<file path="config.mk">
export PLATFORM = sky130hd
export DESIGN_NAME = ism_ctrl
export DESIGN_NICKNAME = d
export VERILOG_FILES = /design/src/rtl/ism_pkg.sv /design/src/rtl/ism_ctrl.sv
export VERILOG_INCLUDE_DIRS = /design/src /design/src/rtl
export SDC_FILE = /design/constraint.sdc
export NUM_CORES = 1
export LEC_CHECK = 0
export BUFFER_PORTS_ARGS = -buffer_cell sky130_fd_sc_hd__buf_2
export CAP_MARGIN = 15
export CORE_MARGIN = 2
export CORE_UTILIZATION = 45
export CTS_CLUSTER_SIZE = 25
export DETAILED_ROUTE_END_ITERATION = 10
export PLACE_DENSITY = 0.82
export SLEW_MARGIN = 40
export SYNTH_ARGS = -nofsm -noshare
export SYNTH_HDL_FRONTEND = slang
export SYNTH_SLANG_ARGS = --single-unit
export TNS_END_PERCENT = 5
</file>
<file path="constraint.sdc">
create_clock -name clk -period 8.3 [get_ports clk]
set_clock_uncertainty 0.1 [all_clocks]
set_input_delay 0.83 -clock clk [delete_from_list [all_inputs] [get_ports clk]]
set_output_delay 0.83 -clock clk [all_outputs]
set_load 0.02 [all_outputs]
</file>
<file path="src/rtl/int_stack_machine_execute_top_macros.svh">
// Assertion macros used by the stack machine controller RTL.
`ifndef INT_STACK_MACHINE_EXECUTE_TOP_MACROS_SVH
`define INT_STACK_MACHINE_EXECUTE_TOP_MACROS_SVH
`ifndef SYNTHESIS
`define ISM_ASSERT_IMPL(label, clk, rst_n, ante, cons, msg) \
  label: assert property (@(posedge clk) disable iff (!rst_n) (ante) |-> (cons)) \
    else $error(msg);
`define ISM_ASSERT_NEXT(label, clk, rst_n, ante, cons, msg) \
  label: assert property (@(posedge clk) disable iff (!rst_n) (ante) |=> (cons)) \
    else $error(msg);
`else
`define ISM_ASSERT_IMPL(label, clk, rst_n, ante, cons, msg)
`define ISM_ASSERT_NEXT(label, clk, rst_n, ante, cons, msg)
`endif
`endif

</file>
<file path="src/rtl/ism_pkg.sv">
`default_nettype none
package ism_pkg;
  localparam int STACK_DEPTH_DEF = 64;
  localparam int REG_COUNT_DEF = 256;
  localparam int WORD_W = 32;

  localparam logic [4:0] OP_LOAD  = 5'd0;
  localparam logic [4:0] OP_READ  = 5'd1;
  localparam logic [4:0] OP_STORE = 5'd2;
  localparam logic [4:0] OP_ADD   = 5'd3;
  localparam logic [4:0] OP_SUB   = 5'd4;
  localparam logic [4:0] OP_MUL   = 5'd5;
  localparam logic [4:0] OP_DIV   = 5'd6;
  localparam logic [4:0] OP_MOD   = 5'd7;
  localparam logic [4:0] OP_JMP   = 5'd8;
  localparam logic [4:0] OP_JZ    = 5'd9;
  localparam logic [4:0] OP_JT    = 5'd10;
  localparam logic [4:0] OP_EQ    = 5'd11;
  localparam logic [4:0] OP_NEQ   = 5'd12;
  localparam logic [4:0] OP_GT    = 5'd13;
  localparam logic [4:0] OP_LT    = 5'd14;
  localparam logic [4:0] OP_GTE   = 5'd15;
  localparam logic [4:0] OP_LTE   = 5'd16;
  localparam logic [4:0] OP_PRINT = 5'd17;
  localparam logic [4:0] OP_INPUT = 5'd18;
  localparam logic [4:0] OP_HALT  = 5'd19;
  localparam logic [4:0] OP_LIMIT = 5'd20;

  localparam logic [2:0] ERR_OK     = 3'd0;
  localparam logic [2:0] ERR_UNDER  = 3'd1;
  localparam logic [2:0] ERR_OVER   = 3'd2;
  localparam logic [2:0] ERR_DIVZ   = 3'd3;
  localparam logic [2:0] ERR_BADOP  = 3'd4;
  localparam logic [2:0] ERR_HALTED = 3'd5;

  localparam logic [31:0] ADV_IMM = 32'd4;
  localparam logic [31:0] ADV_REG = 32'd1;

  typedef struct packed {
    logic [4:0]  opcode;
    logic signed [31:0] immediate;
    logic [7:0]  reg_index;
    logic signed [31:0] input_value;
  } in_item_t;

  typedef struct packed {
    logic signed [31:0] pc_advance;
    logic        print_valid;
    logic signed [31:0] print_value;
    logic        halted;
    logic [2:0]  error_code;
  } out_item_t;

  // Datapath commands issued by the controller.
  typedef struct packed {
    logic latch_in;     // capture the instruction
    logic rd_top;       // read stack entry at sp-1 and pop
    logic ld_b;         // read data into operand b
    logic ld_a;         // read data into operand a
    logic rd_reg;       // clear result register before a register read
    logic push_val;     // push result/value register
    logic wr_reg;       // write b into register file
    logic alu;          // compute result from a and b, or take register read data
    logic div_start;    // start divider
    logic set_halt;
  } dp_cmd_t;

  typedef struct packed {
    logic       sp_empty;
    logic       sp_full;
    logic       b_zero;
    logic       div_busy;
    logic       halt;
  } dp_sts_t;
endpackage
`default_nettype wire

</file>
<file path="src/rtl/ism_ctrl.sv">
`default_nettype none
`include "int_stack_machine_execute_top_macros.svh"
module ism_ctrl (
  input  wire logic            clk,
  input  wire logic            rst_n,
  input  wire logic            in_valid,
  output logic                 in_ready,
  output logic                 out_valid,
  input  wire logic            out_ready,
  output ism_pkg::out_item_t   out_data,
  output ism_pkg::dp_cmd_t     cmd,
  input  wire ism_pkg::dp_sts_t sts,
  input  wire logic [31:0]     b_i,
  input  wire ism_pkg::in_item_t ins_i
);
  import ism_pkg::*;
  typedef enum logic [3:0] {
    S_IDLE, S_DEC, S_POPB, S_LDB, S_POPA, S_LDA, S_EXEC, S_MULW,
    S_DIVW, S_ALU, S_PUSH, S_REGR, S_REGW, S_DONE
  } state_t;
  state_t state_r, state_nxt;
  out_item_t res_r, res_nxt;
  logic out_valid_r, out_valid_nxt;
  logic is_bin;
  logic [4:0] op;

  assign op = ins_i.opcode;
  assign is_bin = (op == OP_ADD) || (op == OP_SUB) || (op == OP_MUL) || (op == OP_DIV)
               || (op == OP_MOD) || (op == OP_EQ) || (op == OP_NEQ) || (op == OP_GT)
               || (op == OP_LT) || (op == OP_GTE) || (op == OP_LTE);
  assign in_ready = (state_r == S_IDLE) && (!out_valid_r || out_ready);
  assign out_valid = out_valid_r;
  assign out_data = res_r;

  always_comb begin
    state_nxt = state_r;
    res_nxt = res_r;
    out_valid_nxt = out_valid_r && !out_ready;
    cmd = '0;
    case (state_r)
      S_IDLE: begin
        if (in_valid && in_ready) begin
          cmd.latch_in = 1'b1;
          state_nxt = S_DEC;
        end
      end
      S_DEC: begin
        res_nxt = '0;
        res_nxt.halted = sts.halt;
        state_nxt = S_DONE;
        if (sts.halt) begin
          res_nxt.error_code = ERR_HALTED;
        end else if (op >= OP_LIMIT) begin
          res_nxt.error_code = ERR_BADOP;
        end else if (op == OP_LOAD || op == OP_INPUT) begin
          if (sts.sp_full) res_nxt.error_code = ERR_OVER;
          else begin
            cmd.push_val = 1'b1;
            res_nxt.pc_advance = (op == OP_LOAD) ? ADV_IMM : 32'd0;
          end
        end else if (op == OP_READ) begin
          if (sts.sp_full) res_nxt.error_code = ERR_OVER;
          else state_nxt = S_REGR;
        end else if (op == OP_JMP) begin
          res_nxt.pc_advance = ins_i.immediate;
        end else if (op == OP_HALT) begin
          cmd.set_halt = 1'b1;
          res_nxt.halted = 1'b1;
        end else if (sts.sp_empty) begin
          res_nxt.error_code = ERR_UNDER;
        end else begin
          cmd.rd_top = 1'b1;
          state_nxt = S_LDB;
        end
      end
      S_LDB: begin
        cmd.ld_b = 1'b1;
        state_nxt = is_bin ? S_POPA : S_EXEC;
      end
      S_POPA: begin
        if (sts.sp_empty) begin
          res_nxt.error_code = ERR_UNDER;
          state_nxt = S_DONE;
        end else begin
          cmd.rd_top = 1'b1;
          state_nxt = S_LDA;
        end
      end
      S_LDA: begin
        cmd.ld_a = 1'b1;
        state_nxt = S_EXEC;
      end
      S_EXEC: begin
        state_nxt = S_DONE;
        if (op == OP_STORE) begin
          cmd.wr_reg = 1'b1;
          res_nxt.pc_advance = ADV_REG;
        end else if (op == OP_JZ || op == OP_JT) begin
          res_nxt.pc_advance = ((op == OP_JZ) == sts.b_zero) ? ins_i.immediate : ADV_IMM;
        end else if (op == OP_PRINT) begin
          res_nxt.print_valid = 1'b1;
          res_nxt.print_value = b_i;
        end else if ((op == OP_DIV || op == OP_MOD) && sts.b_zero) begin
          res_nxt.error_code = ERR_DIVZ;
        end else if (op == OP_DIV || op == OP_MOD) begin
          cmd.div_start = 1'b1;
          state_nxt = S_DIVW;
        end else begin
          state_nxt = S_MULW;
        end
      end
      S_MULW: begin
        cmd.alu = 1'b1;
        state_nxt = S_PUSH;
      end
      S_DIVW: begin
        if (!sts.div_busy) begin
          cmd.alu = 1'b1;
          state_nxt = S_PUSH;
        end
      end
      S_REGR: begin
        cmd.rd_reg = 1'b1;
        state_nxt = S_REGW;
      end
      S_REGW: begin
        cmd.alu = 1'b1;
        res_nxt.pc_advance = ADV_REG;
        state_nxt = S_PUSH;
      end
      S_PUSH: begin
        cmd.push_val = 1'b1;
        state_nxt = S_DONE;
      end
      S_DONE: begin
        out_valid_nxt = 1'b1;
        state_nxt = S_IDLE;
      end
      default: state_nxt = S_IDLE;
    endcase
  end

  always_ff @(posedge clk) begin
    if (!rst_n) begin
      state_r <= S_IDLE;
      out_valid_r <= 1'b0;
    end else begin
      state_r <= state_nxt;
      out_valid_r <= out_valid_nxt;
    end
    res_r <= res_nxt;
  end

  `ISM_ASSERT_IMPL(a_ready_idle, clk, rst_n, in_ready, state_r == S_IDLE, "ready outside idle")
  `ISM_ASSERT_NEXT(a_done_out, clk, rst_n, state_r == S_DONE, out_valid_r, "result not shown")
  `ISM_ASSERT_IMPL(a_one_op, clk, rst_n, cmd.rd_top, !cmd.push_val, "pop and push together")
  `ISM_ASSERT_IMPL(a_err_quiet, clk, rst_n, out_valid_r && res_r.error_code != ERR_OK,
    res_r.pc_advance == 32'd0 && !res_r.print_valid, "error result carries data")
endmodule
`default_nettype wire
</file>
Word level (Yosys, flattened, before mapping)

Cells that the tools add are included.

Magnitude comparators: 1
Equality and inequality tests: 40
Mux-type cells: 86
Reduce and logical (&&, ||, !) cells: 30

Operator list:

| cell               | count |
|---|---|
| $mux 32            | 8 |
| $mux 33            | 3 |
| $pmux 32 s3        | 1 |
| $pmux 33 s2        | 1 |
| $mux 4             | 16 |
| $eq 5x4->1 const B | 8 |
| $pmux 4 s10        | 1 |
| $mux 3             | 13 |
| $mux 1             | 37 |
| $eq 4x4->1 const B | 5 |
| $eq 5x3->1 const B | 4 |
| $eq 5x5->1 const B | 4 |
| $eq 4x3->1 const B | 4 |
| $logic_or 1x1->1   | 14 |
| $ne 2x2->1 const B | 7 |
| $eq 5x2->1 const B | 2 |
| $pmux 3 s3         | 1 |
| $pmux 1 s2         | 3 |
| $reduce_and 6->1   | 1 |
| $reduce_bool 3->1  | 2 |
| $eq 5x1->1 const B | 1 |
| $ge 5x5->1 const B | 1 |
| $logic_not 5->1    | 1 |
| $eq 4x1->1 const B | 1 |
| 12 further kinds   | 18 |

Flip-flop bits (word level): 74
Input bits: 118
Output and inout port bits: 81
Word-level logic and storage cells: 164

Depth between registers and ports, before layout

Depth in word-level cells: 13
Depth in mapped cells: 7
Depth with buffers taken out: 5

Least setup slack after synthesis

No wires, ideal clock.

Kind: input port to flip-flop
Start: input ins_i[74] in the netlist's numbering
End: register res_r, in the netlist out_data[10] (enable)
Setup time: 0.515 ns
Data arrival time: 4.779 ns
Data required time: 7.685 ns
Path slack: 2.906 ns
Cell stages on the path: 4
Path buffers: 2
Cell sequence: buf_6 -> or2_1 -> buf_6 -> o41ai_1

Word-level cells in the longest chain between the ends: 4
Elaborated cells on any way between the ends: 9
Those cells by class: 7 x eq/ne; 2 x reduce/logical

Ends and longest elaborated chain:

| item                           | line            | RTL |
|---|---|---|
| from (decl)                    | ism_ctrl.sv:14  | `input wire ism_pkg::in_item_t ins_i` |
| $eq 5x4->1                     | ism_ctrl.sv:98  | `end else if (op == OP_JZ \|\| op == OP_JT) begin` |
| $logic_or 1x1->1               | ism_ctrl.sv:98  |  |
| $ne 2x2->1 (no line)           | n/a             |  |
| $reduce_and 4->1 (no line) (*) | n/a             |  |
| to (signal assigned)           | ism_ctrl.sv:151 | `res_r <= res_nxt;` |
| to (decl)                      | ism_ctrl.sv:22  | `out_item_t res_r, res_nxt;` |

Every way passes the cells marked *; elsewhere a longest branch is shown, timed or not.
A chain may end at the register's enable or synchronous reset.

==> results.sh <==
export IMPL_ios=199
export IMPL_synth_cells=284
export IMPL_gp_congestion=0.852
export IMPL_grt_pass1_wl_um=12800
export IMPL_synth_most_common_cell="edfxtp_1"
export IMPL_floorplan_initialDensity_pct=46.7
export IMPL_cts_setup_buffers=0
export IMPL_hpwl_um=5950
export IMPL_yosysUniqueCellTypes=49
export IMPL_slowest_delay_ns=0.62
export IMPL_nNetsFinal=552
export IMPL_ant_nets=0
export IMPL_finalSetupViolCount=0
export IMPL_max_cap_viol_count=0
export IMPL_fin_ws_ns=4.89
export IMPL_hold_violations=0
export IMPL_fillerInstances=599
export IMPL_cts_hold_buf=0
export IMPL_path_cells="nor2b_4, nand2_1, inv_1, and2_1, buf_2"
export IMPL_via_count=2767
export IMPL_dp_slack_ns=5.21
export IMPL_die_height_um=91.0
export IMPL_max_slew_worst_pin_slew_ns=0.774
export IMPL_yosys_register_bits=74
export IMPL_synth_top_cell_by_area="edfxtp_1"
export IMPL_startpoint_type="flip-flop"
export IMPL_wirelength_um=8270
export IMPL_crit_slowest_cell="dfxtp_1"
export IMPL_p_leak_nw=1.97
export IMPL_share_clk_of_total_power_pct=17.3
export IMPL_slew_violations=0
export IMPL_cts_htree_levels=3
export IMPL_grt_max_degree=38
export IMPL_required_ns=7.37
export IMPL_stdcell_area_um2=4420
export IMPL_syn_area_um2=3400
export IMPL_io_buffers=158
export IMPL_synth_top_area_share_pct=60.9
export IMPL_fin_setup_tns_ns=0
export IMPL_synthArstFlopShare_pct=0
export IMPL_cts_path_max_buffers=2
export IMPL_p_int_mw=0.816
export IMPL_core_um2=7290
export IMPL_yosysSeqAreaShare_pct=63.8
export IMPL_die_x_um=91.0
export IMPL_cts_inserted_buffers=9
export IMPL_cp_num_buf_inv=2
export IMPL_drt_iter0_markers=230
export IMPL_multi_input_area_um2=1120
export IMPL_synthFlopType="edfxtp_1"
export IMPL_final_seq_area_um2=2170
export IMPL_placementRows=31
export IMPL_syn_to_final_growth_pct=29.8
export IMPL_hold_class="reg2reg"
export IMPL_clkLatencyLatePin_ns=0.34
export IMPL_antenna_found_initial=0
export IMPL_min_period_ns=3.41
export IMPL_avgSynthCellArea_um2=12.0
export IMPL_placed_cell_area_um2=4260
export IMPL_yosys_warnings=0
export IMPL_cp_end_kind="primary output"
export IMPL_p_per_area_nw_per_um2=306
export IMPL_drive_gt1_share_pct=41.6
export IMPL_crit_arrival_ns=2.48
export IMPL_cts_resized=0
export IMPL_floorplan_die_area_um2=8280
export IMPL_cp_top_family="simple AND/OR/NAND/NOR gates"
export IMPL_ir_worst_vdd_v=0.000155
export IMPL_cp_max_fo=35
export IMPL_fin_crit_sh_pct=41.1
export IMPL_drt_pass1_iterations=4
export IMPL_synth_nets=402
export IMPL_grt_ovfl_total=0
export IMPL_clock_sinks=74
export IMPL_max_freq_mhz=293
export IMPL_diodes=0
export IMPL_sw_frac_of_total_pct=39.7
export IMPL_synth_edff_count=69
export IMPL_grt_pass1_vias=2620
export IMPL_maxSlewHeadroom_pct=47.1
export IMPL_critPathKind="reg2out"
export IMPL_drc=0
export IMPL_grt_usage_pct=19.7
export IMPL_status="completed"
export IMPL_netSwitchingPower_mw=0.537
export IMPL_tritoncts="built"
export IMPL_vias_per_cell=5.15
export IMPL_cts_root_buf="clkbuf_8"
export IMPL_combPwrFrac_pct=37.2
export IMPL_seqPwrFrac_pct=45.5
export IMPL_wl_per_cell_um=15.4
export IMPL_synth_common_cells="69 x edfxtp_1, 34 x nor2b_1, 33 x and3_1"
export IMPL_rsz0062_at_grt="no"
export IMPL_clkTransAtPathRegs_ns=0.08
export IMPL_fin_util_pct=60.6
export IMPL_yosys_top_cells_area="edfxtp_1 61%, nor2b_1 6.2%, and3_1 6.1%"
-- cell type report --
cell class,count,area share (%)
multi-input cells,179,25.4
clock inverters,6,0.793
inverters,10,0.849
flip-flops and latches,74,49.1
well taps,99,2.80
repair buffers,160,18.2
clock buffers,9,2.80
-- metal layers --
layer,wire length (um),vias to the layer above,GRT usage [%]
met5,0,-,0
met4,146,0,8.46
met3,540,13,4.65
met2,4270,123,33.5
met1,3320,1292,24.0
li1,-,1339,-
-- power groups by stage --
stage | clock, mW | sequential (mW) | combinational, mW
after global routing | 0.249 | 0.628 | 0.542
final | 0.234 | 0.615 | 0.503
after CTS | 0.236 | 0.615 | 0.505
after global placement | 0 | 0.615 | 0.495
after detailed placement | 0 | 0.622 | 0.504
after floorplan | 0 | 0.753 | 0.205
-- cells by family after synthesis --
| logic type | Yosys count | synth area share (%) |
|---|---|---|
| xor+xnor | 2 | 0.515 |
| simple gates | 126 | 21.5 |
| compound gates | 51 | 9.81 |
| buf+inv | 31 | 4.34 |
| flops | 74 | 63.8 |
-- worst min-delay path: stages (launching register included) --
cell and delay [ns]:
dfxtp_1 0.32, nand2b_1 0.11, o21a_1 0.13, nor2_1 0.03
-- state kept, by name, summed over array words and instances (netlist names) --
signal     flops
out_valid      1
out_data      69
state_r        4
-- metrics by stage --
step / hold slack (ns) / instances / total power, mW
finish: 0.531 / 537 / 1.35
global route: 0.602 / 537 / 1.42
CTS: 0.533 / 537 / 1.36
detailed placement: 0.513 / 522 / 1.13
floorplan: 0.539 / 284 / 0.958
global placement: 0.512 / 522 / 1.11
-- cells in the final DEF (no fill, tap or decap), drive strengths merged, types with 9 or more instances in the layout --
| master | Yosys | layout |
|---|---|---|
| edfxtp | 69 | 69 |
| a21oi | 14 | 14 |
| buf | 13 | 160 |
| clkbuf | 8 | 9 |
| nor2 | 18 | 18 |
| inv | 10 | 10 |
| and3 | 33 | 33 |
| nand2 | 11 | 11 |
| nor2b | 35 | 35 |
| o21ai | 10 | 10 |
-- path summary, 6_finish.rpt --
check / depth (start not counted) / endpoint / startpoint / slack (ns)
max: 5 / cmd[1] / state_r[1] / 4.89
min: 3 / out_valid / out_valid / 0.53
max reg2reg: 5 / out_data[54] / state_r[1] / 5.48
min reg2reg: 3 / out_valid / out_valid / 0.53
No activity file was read; power rests on OpenSTA's default activity.
